[config.mk]
export PLATFORM = sky130hd
export DESIGN_NAME = preemptive_priority_scheduler
export DESIGN_NICKNAME = d
export VERILOG_FILES = /design/src/hw/rtl/pps_pkg.sv /design/src/hw/rtl/pps_dp.sv /design/src/hw/rtl/pps_ctrl.sv /design/src/hw/rtl/preemptive_priority_scheduler.sv
export SDC_FILE = /design/constraint.sdc
export NUM_CORES = 2
export LEC_CHECK = 0
export ABC_AREA = 1
export BUFFER_PORTS_ARGS = -buffer_cell sky130_fd_sc_hd__buf_4
export CELL_PAD_IN_SITES_DETAIL_PLACEMENT = 2
export CELL_PAD_IN_SITES_GLOBAL_PLACEMENT = 2
export CORE_MARGIN = 2
export CORE_UTILIZATION = 42
export CTS_CLUSTER_SIZE = 40
export DETAILED_ROUTE_END_ITERATION = 10
export PLACE_DENSITY_LB_ADDON = 0.1
export SETUP_SLACK_MARGIN = 0.02
export SLEW_MARGIN = 10
export SYNTH_ARGS = -nofsm -noshare
export SYNTH_HDL_FRONTEND = slang
export SYNTH_SLANG_ARGS = --single-unit
export TNS_END_PERCENT = 10
[constraint.sdc]
create_clock -name clk_i -period 6.8 [get_ports clk_i]
set_clock_uncertainty 0.05 [all_clocks]
set_input_delay 0 -clock clk_i [delete_from_list [all_inputs] [get_ports clk_i]]
set_output_delay 0 -clock clk_i [all_outputs]
set_load 0.02 [all_outputs]
[src/hw/rtl/pps_pkg.sv]
`timescale 1ns / 1ps
// ----------------------------------------------------------------------------
// pps_pkg: shared types and constants of the priority scheduler
// Widths of the descriptor and result fields, the controller/datapath
// command and status groups, and the store sizing.
// ----------------------------------------------------------------------------
package pps_pkg;

  localparam int MAX_PROCS = 16;
  localparam int IDX_W     = (MAX_PROCS > 1) ? $clog2(MAX_PROCS) : 1;
  localparam int CNT_W     = $clog2(MAX_PROCS + 1);

  localparam int ARR_W  = 16;
  localparam int PRI_W  = 8;
  localparam int BUR_W  = 16;
  localparam int PIDX_W = 6;
  localparam int TICK_W = 23;
  localparam int SUM_W  = 29;

  typedef struct packed {
    logic [ARR_W-1:0] arrival_time;
    logic [PRI_W-1:0] priority_level;
    logic [BUR_W-1:0] burst_length;
    logic             last_process;
  } in_req_t;

  typedef struct packed {
    logic [PIDX_W-1:0] process_index;
    logic [TICK_W-1:0] finish_time;
    logic [TICK_W-1:0] turnaround;
    logic [TICK_W-1:0] waiting;
    logic [SUM_W-1:0]  total_turnaround;
    logic [SUM_W-1:0]  total_waiting;
    logic              last_result;
  } out_res_t;

  // One stored descriptor.
  typedef struct packed {
    logic [ARR_W-1:0] arrival;
    logic [PRI_W-1:0] prio;
    logic [BUR_W-1:0] burst;
  } desc_t;

  // Commands from the controller to the datapath.
  typedef struct packed {
    logic             load;       // store the accepted descriptor
    logic             scan_start; // clear the scan accumulators
    logic             scan_rd;    // read entry scan_addr for evaluation
    logic [IDX_W-1:0] scan_addr;
    logic             best_rd;    // read the selected entry
    logic             calc_run;   // register the run length
    logic             apply;      // advance time, update remaining burst
    logic             idle_jump;  // move time to the earliest pending arrival
    logic             finish;     // record the completion, load the result
  } dp_cmd_t;

  // Status from the datapath to the controller.
  typedef struct packed {
    logic             best_valid; // some entry is ready to run
    logic             fin;        // the selected entry completes this run
    logic             last;       // the next completion ends the schedule
    logic             out_free;   // result register can take a result
    logic [CNT_W-1:0] count;      // descriptors loaded
  } dp_sts_t;

endpackage

[src/hw/rtl/pps_dp.sv]
`timescale 1ns / 1ps
// ----------------------------------------------------------------------------
// pps_dp: scheduler datapath
// Descriptor and remaining-burst stores, scan accumulators, time and sum
// registers, and the result register.
// ----------------------------------------------------------------------------
module pps_dp import pps_pkg::*; (
  input  logic     clk_i,
  input  logic     rst_ni,
  input  dp_cmd_t  cmd_i,
  output dp_sts_t  sts_o,
  input  in_req_t  in_req_i,
  input  logic     out_stall_i,
  output logic     out_valid_o,
  output out_res_t out_res_o
);

  desc_t            desc_mem [MAX_PROCS];
  logic [BUR_W-1:0] rem_mem  [MAX_PROCS];

  desc_t            rd_desc_q;
  logic [BUR_W-1:0] rd_rem_q;
  logic             eval_q;
  logic [IDX_W-1:0] eval_idx_q;

  logic [CNT_W-1:0]     count_q, fin_cnt_q;
  logic [TICK_W-1:0]    tick_q, tat_q;
  logic [SUM_W-1:0]     sum_t_q, sum_w_q;
  logic [MAX_PROCS-1:0] done_q;

  logic             best_valid_q, fut_valid_q;
  logic [IDX_W-1:0] best_q;
  logic [PRI_W-1:0] best_prio_q;
  logic [ARR_W-1:0] fut_min_q;
  logic [BUR_W-1:0] run_q;

  logic     out_valid_q;
  out_res_t out_q;

  logic             full, arrived, pending, take_best, take_fut, fin, last, out_free;
  logic [IDX_W-1:0] ld_idx, rd_addr;
  logic [BUR_W-1:0] ld_burst, gap, run_d;
  logic [TICK_W-1:0] gap_w, wt;
  logic             clear;

  assign full     = (count_q == CNT_W'(MAX_PROCS));
  assign ld_idx   = count_q[IDX_W-1:0];
  assign ld_burst = (in_req_i.burst_length == '0) ? BUR_W'(1) : in_req_i.burst_length;
  assign rd_addr  = cmd_i.scan_rd ? cmd_i.scan_addr : best_q;

  // Store writes: load fills a fresh entry, apply updates remaining burst.
  always_ff @(posedge clk_i) begin
    if (cmd_i.load && !full) begin
      desc_mem[ld_idx] <= '{arrival: in_req_i.arrival_time,
                            prio:    in_req_i.priority_level,
                            burst:   ld_burst};
    end
  end

  always_ff @(posedge clk_i) begin
    if (cmd_i.load && !full) begin
      rem_mem[ld_idx] <= ld_burst;
    end else if (cmd_i.apply) begin
      rem_mem[best_q] <= rd_rem_q - run_q;
    end
  end

  // Registered read port shared by the scan and the selected entry.
  always_ff @(posedge clk_i) begin
    if (cmd_i.scan_rd || cmd_i.best_rd) begin
      rd_desc_q <= desc_mem[rd_addr];
      rd_rem_q  <= rem_mem[rd_addr];
    end
  end

  // Scan evaluation of the entry read in the previous cycle.
  assign pending   = eval_q && !done_q[eval_idx_q];
  assign arrived   = (TICK_W'(rd_desc_q.arrival) <= tick_q);
  assign take_best = pending && arrived &&
                     (!best_valid_q || (rd_desc_q.prio > best_prio_q));
  assign take_fut  = pending && !arrived &&
                     (!fut_valid_q || (rd_desc_q.arrival < fut_min_q));

  // Run until completion or the next arrival, whichever comes first.
  assign gap_w = TICK_W'(fut_min_q) - tick_q;
  assign gap   = gap_w[BUR_W-1:0];
  assign run_d = (fut_valid_q && (gap < rd_rem_q)) ? gap : rd_rem_q;

  assign fin      = (rd_rem_q == run_q);
  assign last     = ((fin_cnt_q + CNT_W'(1)) == count_q);
  assign out_free = !out_valid_q || !out_stall_i;
  assign wt       = tat_q - TICK_W'(rd_desc_q.burst);
  assign clear    = cmd_i.finish && last;

  always_ff @(posedge clk_i or negedge rst_ni) begin
    if (!rst_ni) begin
      eval_q       <= 1'b0;
      count_q      <= '0;
      fin_cnt_q    <= '0;
      tick_q       <= '0;
      sum_t_q      <= '0;
      sum_w_q      <= '0;
      done_q       <= '0;
      best_valid_q <= 1'b0;
      fut_valid_q  <= 1'b0;
      out_valid_q  <= 1'b0;
    end else begin
      eval_q <= cmd_i.scan_rd;
      if (cmd_i.load && !full) begin
        count_q <= count_q + CNT_W'(1);
      end
      if (cmd_i.scan_start) begin
        best_valid_q <= 1'b0;
        fut_valid_q  <= 1'b0;
      end else begin
        if (take_best) best_valid_q <= 1'b1;
        if (take_fut)  fut_valid_q  <= 1'b1;
      end
      if (cmd_i.idle_jump) begin
        tick_q <= TICK_W'(fut_min_q);
      end else if (cmd_i.apply) begin
        tick_q <= tick_q + TICK_W'(run_q);
      end
      if (out_valid_q && !out_stall_i) begin
        out_valid_q <= 1'b0;
      end
      if (cmd_i.finish) begin
        out_valid_q <= 1'b1;
        if (last) begin
          // End of schedule: return to an empty batch.
          count_q      <= '0;
          fin_cnt_q    <= '0;
          tick_q       <= '0;
          sum_t_q      <= '0;
          sum_w_q      <= '0;
          done_q       <= '0;
          best_valid_q <= 1'b0;
        end else begin
          fin_cnt_q      <= fin_cnt_q + CNT_W'(1);
          sum_t_q        <= sum_t_q + SUM_W'(tat_q);
          sum_w_q        <= sum_w_q + SUM_W'(wt);
          done_q[best_q] <= 1'b1;
        end
      end
    end
  end

  // Payload registers.
  always_ff @(posedge clk_i) begin
    eval_idx_q <= cmd_i.scan_addr;
    if (take_best) begin
      best_q      <= eval_idx_q;
      best_prio_q <= rd_desc_q.prio;
    end
    if (take_fut) begin
      fut_min_q <= rd_desc_q.arrival;
    end
    if (cmd_i.calc_run) begin
      run_q <= run_d;
    end
    if (cmd_i.apply) begin
      tat_q <= tick_q + TICK_W'(run_q) - TICK_W'(rd_desc_q.arrival);
    end
    if (cmd_i.finish) begin
      out_q.process_index    <= PIDX_W'(best_q);
      out_q.finish_time      <= tick_q;
      out_q.turnaround       <= tat_q;
      out_q.waiting          <= wt;
      out_q.total_turnaround <= sum_t_q + SUM_W'(tat_q);
      out_q.total_waiting    <= sum_w_q + SUM_W'(wt);
      out_q.last_result      <= last;
    end
  end

  assign sts_o = '{best_valid: best_valid_q, fin: fin, last: last,
                   out_free: out_free, count: count_q};
  assign out_valid_o = out_valid_q;
  assign out_res_o   = out_q;

  a_no_result_overrun: assert property (@(posedge clk_i) disable iff (!rst_ni)
    cmd_i.finish |-> out_free)
    else $error("result loaded while the result register is held");

  a_count_bound: assert property (@(posedge clk_i) disable iff (!rst_ni)
    count_q <= CNT_W'(MAX_PROCS))
    else $error("loaded count beyond store depth");

  a_time_forward: assert property (@(posedge clk_i) disable iff (!rst_ni)
    !clear |=> (tick_q >= $past(tick_q)))
    else $error("schedule time moved backward");

  a_best_loaded: assert property (@(posedge clk_i) disable iff (!rst_ni)
    best_valid_q |-> (CNT_W'(best_q) < count_q))
    else $error("selected entry lies beyond the loaded descriptors");

endmodule

[src/hw/rtl/pps_ctrl.sv]
`timescale 1ns / 1ps
// ----------------------------------------------------------------------------
// pps_ctrl: scheduler controller
// Sequences loading, the per-decision scan of the stores, the run update
// and the hand-off of each completion to the result register.
// ----------------------------------------------------------------------------
module pps_ctrl import pps_pkg::*; (
  input  logic    clk_i,
  input  logic    rst_ni,
  input  logic    in_valid_i,
  input  logic    in_last_i,
  output logic    in_stall_o,
  input  dp_sts_t sts_i,
  output dp_cmd_t cmd_o
);

  typedef enum logic [2:0] {
    S_IDLE,
    S_SCAN,
    S_TAIL,
    S_DECIDE,
    S_RUN,
    S_APPLY,
    S_FINISH
  } state_e;

  state_e           state_q, state_d;
  logic [IDX_W-1:0] scan_idx_q, scan_idx_d;
  logic             in_accept, scan_end;

  assign in_stall_o = (state_q != S_IDLE);
  assign in_accept  = in_valid_i && !in_stall_o;
  assign scan_end   = (CNT_W'(scan_idx_q) == (sts_i.count - CNT_W'(1)));

  always_comb begin
    state_d    = state_q;
    scan_idx_d = scan_idx_q;
    cmd_o      = '0;
    cmd_o.scan_addr = scan_idx_q;
    unique case (state_q)
      S_IDLE: begin
        cmd_o.load = in_accept;
        scan_idx_d = '0;
        if (in_accept && in_last_i) state_d = S_SCAN;
      end
      S_SCAN: begin
        cmd_o.scan_rd    = 1'b1;
        cmd_o.scan_start = (scan_idx_q == '0);
        if (scan_end) begin
          state_d    = S_TAIL;
          scan_idx_d = '0;
        end else begin
          scan_idx_d = scan_idx_q + IDX_W'(1);
        end
      end
      S_TAIL: begin
        state_d = S_DECIDE;
      end
      S_DECIDE: begin
        if (sts_i.best_valid) begin
          cmd_o.best_rd = 1'b1;
          state_d       = S_RUN;
        end else begin
          cmd_o.idle_jump = 1'b1;
          state_d         = S_SCAN;
        end
      end
      S_RUN: begin
        cmd_o.calc_run = 1'b1;
        state_d        = S_APPLY;
      end
      S_APPLY: begin
        cmd_o.apply = 1'b1;
        state_d     = sts_i.fin ? S_FINISH : S_SCAN;
      end
      S_FINISH: begin
        if (sts_i.out_free) begin
          cmd_o.finish = 1'b1;
          state_d      = sts_i.last ? S_IDLE : S_SCAN;
        end
      end
      default: state_d = S_IDLE;
    endcase
  end

  always_ff @(posedge clk_i or negedge rst_ni) begin
    if (!rst_ni) begin
      state_q    <= S_IDLE;
      scan_idx_q <= '0;
    end else begin
      state_q    <= state_d;
      scan_idx_q <= scan_idx_d;
    end
  end

  a_scan_from_zero: assert property (@(posedge clk_i) disable iff (!rst_ni)
    (state_q != S_SCAN) && (state_d == S_SCAN) |=> (scan_idx_q == '0))
    else $error("scan did not start at the first entry");

  a_scan_in_range: assert property (@(posedge clk_i) disable iff (!rst_ni)
    (state_q == S_SCAN) |-> (CNT_W'(scan_idx_q) < sts_i.count))
    else $error("scan address beyond the loaded descriptors");

  a_tail_after_scan: assert property (@(posedge clk_i) disable iff (!rst_ni)
    (state_q == S_TAIL) |-> ($past(state_q) == S_SCAN))
    else $error("scan drain entered without a scan");

endmodule

[src/hw/rtl/preemptive_priority_scheduler.sv]
`timescale 1ns / 1ps
// ----------------------------------------------------------------------------
// preemptive_priority_scheduler: preemptive priority scheduling engine
// Loads process descriptors and, on the closing one, runs the schedule and
// streams one completion result per process.
// ----------------------------------------------------------------------------
// A descriptor request is taken whenever the block is loading, and up to
// MAX_PROCS descriptors are stored; further ones are dropped, though a
// dropped closing descriptor still starts the schedule. The request marked
// last_process holds the input stalled until the whole schedule has run.
// The schedule advances decision by decision: each decision scans the n
// stored entries through the single read port of the stores, then either
// jumps time to the earliest pending arrival, or runs the chosen process
// until it completes or the next arrival comes and, on completion, loads
// the result register once it is no longer held. Results leave in
// completion order; the last one carries last_result, after which the
// block is ready for a new batch.
// ----------------------------------------------------------------------------
module preemptive_priority_scheduler import pps_pkg::*; (
  input  logic     clk_i,
  input  logic     rst_ni,
  input  logic     in_valid_i,
  output logic     in_stall_o,
  input  in_req_t  in_req_i,
  output logic     out_valid_o,
  input  logic     out_stall_i,
  output out_res_t out_res_o
);

  dp_cmd_t cmd;
  dp_sts_t sts;

  // Controller: owns the sequence and the input stall.
  pps_ctrl u_ctrl (
    .clk_i      (clk_i),
    .rst_ni     (rst_ni),
    .in_valid_i (in_valid_i),
    .in_last_i  (in_req_i.last_process),
    .in_stall_o (in_stall_o),
    .sts_i      (sts),
    .cmd_o      (cmd)
  );

  // Datapath: stores, scan accumulators, time, sums and result register.
  pps_dp u_dp (
    .clk_i       (clk_i),
    .rst_ni      (rst_ni),
    .cmd_i       (cmd),
    .sts_o       (sts),
    .in_req_i    (in_req_i),
    .out_stall_i (out_stall_i),
    .out_valid_o (out_valid_o),
    .out_res_o   (out_res_o)
  );

endmodule
# After elaboration in Yosys (flattened, before gate mapping)
# Memory sizes are Yosys's and may differ from the RTL's. A register that Yosys moved wholly into a read port is not among the register bits.
# Index checks and enable logic that the tools add are counted.
[op_classes]
eq_ne = 13
order_cmp = 7
muxes = 53
bitwise = 1
reduce_logical = 32
add_sub_neg = 11
[ops]
columns = ["cell", "n"]
rows = [
  ["23-bit two-way mux", 4],
  ["16-bit two-way mux", 4],
  ["29-bit by 23-bit adder with 29-bit output", 2],
  ["29-bit two-way mux", 2],
  ["23-bit by 16-bit subtractor with 23-bit output", 2],
  ["16-bit < comparator", 2],
  ["16-bit subtractor", 2],
  ["1-bit two-way mux", 26],
  ["23-bit by 16-bit adder with 23-bit output", 1],
  ["16-bit by 23-bit less-or-equal comparator with 1-bit output", 1],
  ["3-bit one-hot mux with 7 select lines", 1],
  ["5-bit two-way mux", 4],
  ["16-bit == test", 1],
  ["16-bit zero test", 1],
  ["16-bit OR", 1],
  ["16-bit OR reduction", 1],
  ["3-bit two-way mux", 5],
  ["4-bit two-way mux", 3],
  ["1-bit logical AND", 11],
  ["5-bit by 1-bit adder with 5-bit output (second input constant)", 2],
  ["4-bit by 5-bit < comparator with 1-bit output (second input constant)", 2],
  ["3-bit == test (second input constant)", 3],
  ["8-bit greater-than comparator", 1],
  ["1-bit zero test", 8],
  ["19 further kinds", 27],
]
[totals]
inputBits = 45
n_memories = 2
ramBits = 896
word_cells = 144
out_inout_bits = 136
ff_bits = 321
[mem_list]
columns = ["name", "words", "word_bits", "rd", "rd_clocked_by_memory_dff", "write_ports", "line_no", "rtl"]
rows = [
  ["u_dp.desc_mem", 16, 40, 1, 1, 1, "pps_dp.sv:18", "desc_t desc_mem [MAX_PROCS];"],
  ["u_dp.rem_mem", 16, 16, 1, 1, 1, "pps_dp.sv:19", "logic [BUR_W-1:0] rem_mem [MAX_PROCS];"],
]

# Depth between registers and ports, before layout
[logic_depth]
word_depth = 10
depth_mapped = 23

# Hierarchy
# A second synthesis with hierarchy kept.
[unflattened]
cells_unflattened = 5503
area_unflattened_um2 = 59291.9
[by_module_without_submodules]
columns = ["module", "cells_each", "n_inst", "seq_area_each_um2", "area_each_um2"]
rows = [
  ["pps_dp", 5406, 1, 37420.9, 58640.0],
  ["pps_ctrl", 97, 1, 175.2, 651.9],
]

# Worst setup path before layout
# Ideal clock, no wire load.
[synth_path]
path_kind = "reg-to-reg"
start = "register u_ctrl.state_q[2]"
end = "register u_dp.sum_t_q[23]"
t_required_ns = 6.411
t_arrival_ns = 4.871
setup_ns = 0.339
n_path_buf = 1
setup_slack_ns = 1.540
stages_incl_launch_ff = 7
period_less_slack_ns = 5.260
path_cell_list = "dfrtp_1 > inv_2 > nor3_1 > inv_1 > nor2_4 > clkbuf_1 > o21ai_0"
[synth_lines]
columns = ["item", "line_no", "rtl"]
rows = [
  ["start, declared", "pps_ctrl.sv:27", "state_e state_q, state_d;"],
  ["start signal, assigned", "pps_ctrl.sv:91", "state_q <= state_d;"],
  ["end signal, assigned", "pps_dp.sv:140", "sum_t_q <= sum_t_q + SUM_W'(tat_q);"],
  ["end, declared", "pps_dp.sv:28", "logic [SUM_W-1:0] sum_t_q, sum_w_q;"],
]

# Worst setup path in the final report
[layout_path]
start = "register u_dp.tick_q[0]"
end = "register u_dp.run_q[14] (data pin)"
[layout_between]
elab_chain_cells = 4
[layout_lines]
columns = ["item", "line_no", "rtl"]
rows = [
  ["start, declared", "pps_dp.sv:27", "logic [TICK_W-1:0] tick_q, tat_q;"],
  ["start signal, assigned", "pps_dp.sv:120", "tick_q <= TICK_W'(fut_min_q);"],
  ["start signal, assigned", "pps_dp.sv:122", "tick_q <= tick_q + TICK_W'(run_q);"],
  ["16-bit subtractor (*)", "pps_dp.sv:85", "assign gap_w = TICK_W'(fut_min_q) - tick_q;"],
  ["16-bit < comparator", "pps_dp.sv:87", "assign run_d = (fut_valid_q && (gap < rd_rem_q)) ? gap : rd_rem_q;"],
  ["1-bit logical AND", "pps_dp.sv:87", ""],
  ["16-bit two-way mux (*)", "pps_dp.sv:87", ""],
  ["named net u_dp.run_d[14]", "pps_dp.sv:42", "logic [BUR_W-1:0] ld_burst, gap, run_d;"],
  ["end signal, assigned", "pps_dp.sv:159", "run_q <= run_d;"],
  ["end, declared", "pps_dp.sv:35", "logic [BUR_W-1:0] run_q;"],
]
# The timed path passes the listed nets; every way through them passes the cells marked *.
# A chain may end at the register's enable or synchronous reset.

==> run summary <==
* 0.136 sq mm — area of the core
* in2reg — worst hold-check path type
* 0.06 ns — clock transition at the register clock pins on the worst setup and hold paths after CTS
* 0.191 — relative max-transition margin
* 0.79 ns — source-to-sink clock delay at the later pin of the worst-skew pair
* sky130_fd_sc_hd__clkbuf_16 — master cell of the clock root buffer
* 2.18 ns — register-to-register setup slack
* 46,000 — vias in the first global route
* 0.289 — Total Routing Usage GR
* 16.1 mW — Power Total
* 216 MHz — highest attainable clock frequency
* 0.679 — final cycle utilization of the critical path
* 102,000 um — metal2 WL
* false — RSZ-0062 raised after global routing
* 0.864 — final weighted congestion in routability-driven placement
* 7.26 ns — required time of the worst setup path
* 0.0574 sq mm — summed instance area of the synthesized netlist
* 302,000 um — global-route wire length before repair
* 0.216 — switch share
* flip-flop — critical path capture point type
* 5 — First-pass DRT Iterations
* 0.461 — share of total power in the clock network
* 13,600 — total of fill cells in the finished design
* 198 — maximum number of pins on one net before global-route repair
* 204,000 um — wirelength, routed
* 0.239 mV — worst IR drop on VDD
* u_dp.desc_mem[8][37]$_DFFE_PP_ — Worst Hold End
* 244 mW/mm^2 — Pwr per Cell Area
* 0.655 — sequential cell area fraction in the yosys report
* done — TritonCTS clock tree
* 0.0608 sq mm — area after detailed placement
* 0 ns — summed negative setup slack over all endpoints
* 0 — postcts setup bufs
* 12.6 mW — cell-internal power
* 3.48 mW — net switching power
* 46 — number of distinct library cells after synthesis
* flip-flop — critical path startpoint category
* 28.0 um — post-DR wirelength/cell
* 181 — num ports
* 374 um — Die W
* 0 — leftover overflow at the end of global routing
* 0 — final setup violation count
* finished clean — result of the run
* 144 — cts bufs inserted
* 1,151 — number of synthesized flops with an enable pin
* met5 — highest routing layer actually used
* 8 — number of antenna violations at the first check in global routing
* 1,273 — clock sink total
* 1.21 ns — transition time at the pin with the least slew margin
* 0.0913 — layout cell share with drive strength beyond 1
* 5,158 — Post-Synthesis Cells
* 0.140 sq mm — Total Die Area
* 24.5 nW — leakage power
* 0.0659 sq mm — post-route cell area
* 0.423 — Starting Density
* 0 — Max-Cap Viols
* 130,000 um — total half-perimeter wirelength after legalization and detailed placement
* 3,079 — drt initial violations
* 0 — Slew Limit Fails
* 0 — count of endpoints failing hold in the final timing report
* 8530 um — Detail Route met3 WL
* 11.1 sq um — syn_area_per_cell
* 4.62 ns — fin crit period
* u_dp.tick_q[0]$_DFF_PN0_ — RR Startpoint
* 1,273 — post-synthesis sequential element count
* u_dp.run_q[14]$_DFFE_PP_ — end of the worst register-to-register path
* 135 — std cell rows
* 0 — drt drc
* 0 — Post-CTS Resized
* 0.528 — fraction of power consumed by sequential logic
* 5.08 ns — arrival time of data at the critical path endpoint
* 5.74 — average vias per placed instance
* 0.0927 — ys async rst share
* reg2reg — kind of critical path
* sky130_fd_sc_hd__edfxtp_1 — top flip-flop cell by instance count after synthesis
* 0.011 — Logic pwr share
* 5,605 — net count reported at finish
* 86,700 um — sum of routed wire segments on met1
* 178 — Port-buffer cells
* 4 — Clock H-tree levels
* 20 — Max Fanout on Critical Path
* 3 — maximum clock path buffer count
* 15 — number of cells on the worst reg-to-reg path
* 2 — hold path cells
* 0 — Final ANT Viol Nets
* 56 — hold bufs inserted after CTS
* 0 — warning count from the yosys run
* 14.7% — Layout area overhead
* in_req_i[38] — source of the worst hold timing path
* 41,700 — total via count in the routed design
* 374 um — height of the chip
## power groups by stage
stage	Sequential, mW	Clock (mW)	Combinational (mW)
floorplan	8.67	0	0.0304
global placement	8.66	0	0.132
detailed placement	8.66	0	0.141
CTS	8.50	7.55	0.175
global route	8.50	7.79	0.186
finish	8.50	7.42	0.176
## routing by layer
metal  vias to the layer above  track usage
li1                      18600            -
met1                     21700        0.376
met2                      1009        0.504
met3                       335       0.0366
met4                         4       0.0904
met5                         -            0
## Yosys cell counts (2+ instances only)
library cell,n,area (sq um)
sky130_fd_sc_hd__a211oi_1,3,22.5
sky130_fd_sc_hd__a21boi_0,8,60.1
sky130_fd_sc_hd__a21o_1,11,82.6
sky130_fd_sc_hd__a21oi_1,193,966
sky130_fd_sc_hd__a22o_1,9,78.8
sky130_fd_sc_hd__a31o_2,2,17.5
sky130_fd_sc_hd__a31oi_1,5,31.3
sky130_fd_sc_hd__and2_1,15,93.8
sky130_fd_sc_hd__buf_1,6,22.5
sky130_fd_sc_hd__buf_2,54,270
sky130_fd_sc_hd__buf_4,2,15.0
sky130_fd_sc_hd__clkbuf_1,174,653
sky130_fd_sc_hd__dfrtp_1,118,2950
sky130_fd_sc_hd__dfxtp_1,4,80.1
sky130_fd_sc_hd__edfxtp_1,1151,34600
sky130_fd_sc_hd__fa_1,7,140
sky130_fd_sc_hd__ha_1,186,2330
sky130_fd_sc_hd__inv_1,371,1390
sky130_fd_sc_hd__inv_2,5,18.8
sky130_fd_sc_hd__nand2_1,601,2260
sky130_fd_sc_hd__nand3_1,157,786
sky130_fd_sc_hd__nand3b_1,11,82.6
sky130_fd_sc_hd__nand4_1,24,150
sky130_fd_sc_hd__nor2_1,864,3240
sky130_fd_sc_hd__nor3_1,43,215
sky130_fd_sc_hd__nor4_1,13,81.3
sky130_fd_sc_hd__o211ai_1,234,1760
sky130_fd_sc_hd__o21a_1,6,45.0
sky130_fd_sc_hd__o21ai_0,656,3280
sky130_fd_sc_hd__o21ai_1,53,265
sky130_fd_sc_hd__o21ai_2,2,17.5
sky130_fd_sc_hd__o21bai_1,14,105
sky130_fd_sc_hd__o22ai_1,9,56.3
sky130_fd_sc_hd__o31ai_1,3,22.5
sky130_fd_sc_hd__or2_2,6,37.5
sky130_fd_sc_hd__xnor2_1,43,377
sky130_fd_sc_hd__xor2_1,86,753
## per-stage QoR
step | setup slack, ns | utilization | cells | hold WS (ns)
final | 2.18 | 0.486 | 7264 | 0.0308
after global placement | 2.45 | 0.449 | 6946 | -0.0407
after detailed placement | 2.21 | 0.449 | 6946 | -0.0332
after floorplan | 1.54 | - | 5159 | -0.346
after global routing | 1.72 | 0.486 | 7260 | 0.0307
after CTS | 2.19 | 0.485 | 7258 | 0.00163
## cells by family (layout without fill, tap and decap cells)
logic type / count (synthesis) / in the layout / share of synthesized area
simple gates: 1739 / 1739 / 0.122
flops: 1273 / 1273 / 0.655
compound gates: 1211 / 1211 / 0.119
buf+inv: 612 / 930 / 0.0413
fa+ha+maj: 193 / 193 / 0.0430
xor+xnor: 129 / 129 / 0.0197
other cells: 1 / 8 / 0.0000653
## state kept, by name, indices dropped and copies added (netlist names)
name / flops
u_ctrl.scan_idx_q: 4
u_ctrl.state_q: 3
u_dp.best_prio_q: 8
u_dp.best_q: 4
u_dp.best_valid_q: 1
u_dp.count_q: 5
u_dp.desc_mem: 640
u_dp.done_q: 16
u_dp.eval_idx_q: 4
u_dp.eval_q: 1
u_dp.fin_cnt_q: 5
u_dp.fut_min_q: 16
u_dp.fut_valid_q: 1
u_dp.out_res_o: 132
u_dp.out_valid_o: 1
u_dp.rd_desc_q: 40
u_dp.rd_rem_q: 16
u_dp.rem_mem: 256
u_dp.run_q: 16
u_dp.sum_t_q: 29
u_dp.sum_w_q: 29
u_dp.tat_q: 23
u_dp.tick_q: 23
## critical path, cell delays in order, from the launching register on
cell	delay (ns)
sky130_fd_sc_hd__dfrtp_1	0.43
sky130_fd_sc_hd__ha_1	0.23
sky130_fd_sc_hd__fa_1	0.41
sky130_fd_sc_hd__o21ai_0	0.46
sky130_fd_sc_hd__a21oi_1	0.23
sky130_fd_sc_hd__o21ai_0	0.32
sky130_fd_sc_hd__a21boi_0	0.17
sky130_fd_sc_hd__xor2_1	0.21
sky130_fd_sc_hd__inv_1	0.08
sky130_fd_sc_hd__ha_1	0.27
sky130_fd_sc_hd__nand2_1	0.08
sky130_fd_sc_hd__o21ai_0	0.10
sky130_fd_sc_hd__a21oi_1	0.14
sky130_fd_sc_hd__nand3_1	0.42
sky130_fd_sc_hd__inv_1	0.59
sky130_fd_sc_hd__o21ai_0	0.16
## cells in the final DEF, fill, tap and decap left out, types with 8 or more instances in the layout
cell type / n
sky130_fd_sc_hd__dfrtp_1: 118
sky130_fd_sc_hd__edfxtp_1: 1151
sky130_fd_sc_hd__clkbuf_16: 146
sky130_fd_sc_hd__inv_1: 367
sky130_fd_sc_hd__nor2_1: 832
sky130_fd_sc_hd__o211ai_1: 234
sky130_fd_sc_hd__nor3_1: 41
sky130_fd_sc_hd__o21ai_1: 53
sky130_fd_sc_hd__nand3_1: 157
sky130_fd_sc_hd__and2_1: 15
sky130_fd_sc_hd__dlygate4sd3_1: 55
sky130_fd_sc_hd__a21oi_1: 192
sky130_fd_sc_hd__clkbuf_1: 25
sky130_fd_sc_hd__buf_4: 235
sky130_fd_sc_hd__xor2_1: 86
sky130_fd_sc_hd__ha_1: 186
sky130_fd_sc_hd__nor2_2: 10
sky130_fd_sc_hd__nand3b_1: 11
sky130_fd_sc_hd__nand2_1: 600
sky130_fd_sc_hd__o21ai_0: 650
sky130_fd_sc_hd__xnor2_1: 43
sky130_fd_sc_hd__nor2_4: 24
sky130_fd_sc_hd__clkinv_1: 39
sky130_fd_sc_hd__nand4_1: 24
sky130_fd_sc_hd__clkinv_2: 22
sky130_fd_sc_hd__a22o_1: 9
sky130_fd_sc_hd__o21bai_1: 14
sky130_fd_sc_hd__nor4_1: 13
sky130_fd_sc_hd__a21o_1: 11
sky130_fd_sc_hd__o22ai_1: 9
sky130_fd_sc_hd__a21boi_0: 8
sky130_fd_sc_hd__inv_2: 8
## worst max-delay path by stage
stage	start	to	slack [ns]	cells after the start
3_3_place_gp	u_dp.tat_q[0]$_DFFE_PN_	u_dp.out_res_o[28]$_DFFE_PP_	2.45	19
3_5_place_dp	u_dp.tick_q[0]$_DFF_PN0_	u_dp.run_q[3]$_DFFE_PP_	2.21	15
5_1_grt	u_dp.tick_q[0]$_DFF_PN0_	u_dp.run_q[12]$_DFFE_PP_	1.72	15
2_1_floorplan	u_ctrl.state_q[2]$_DFFE_PN0P_	u_dp.sum_t_q[23]$_DFFE_PN0P_	1.54	6
6_report	u_dp.tick_q[0]$_DFF_PN0_	u_dp.run_q[14]$_DFFE_PP_	2.18	15
4_1_cts	u_dp.tick_q[0]$_DFF_PN0_	u_dp.run_q[4]$_DFFE_PP_	2.19	15
## cell type report
cell class                 count  area, sq um  area share
antenna                        6         15.0    0.000228
timing repair buffer         298         2470      0.0376
clock buffer                 174         3790      0.0575
inverter                     376         1420      0.0215
sequential                  1273        37600       0.571
clock inverter                82          632     0.00959
multi-input combinational   3274        17700       0.269
tap                         1781         2230      0.0338
Note: power is estimated with default switching activity, not from simulation.
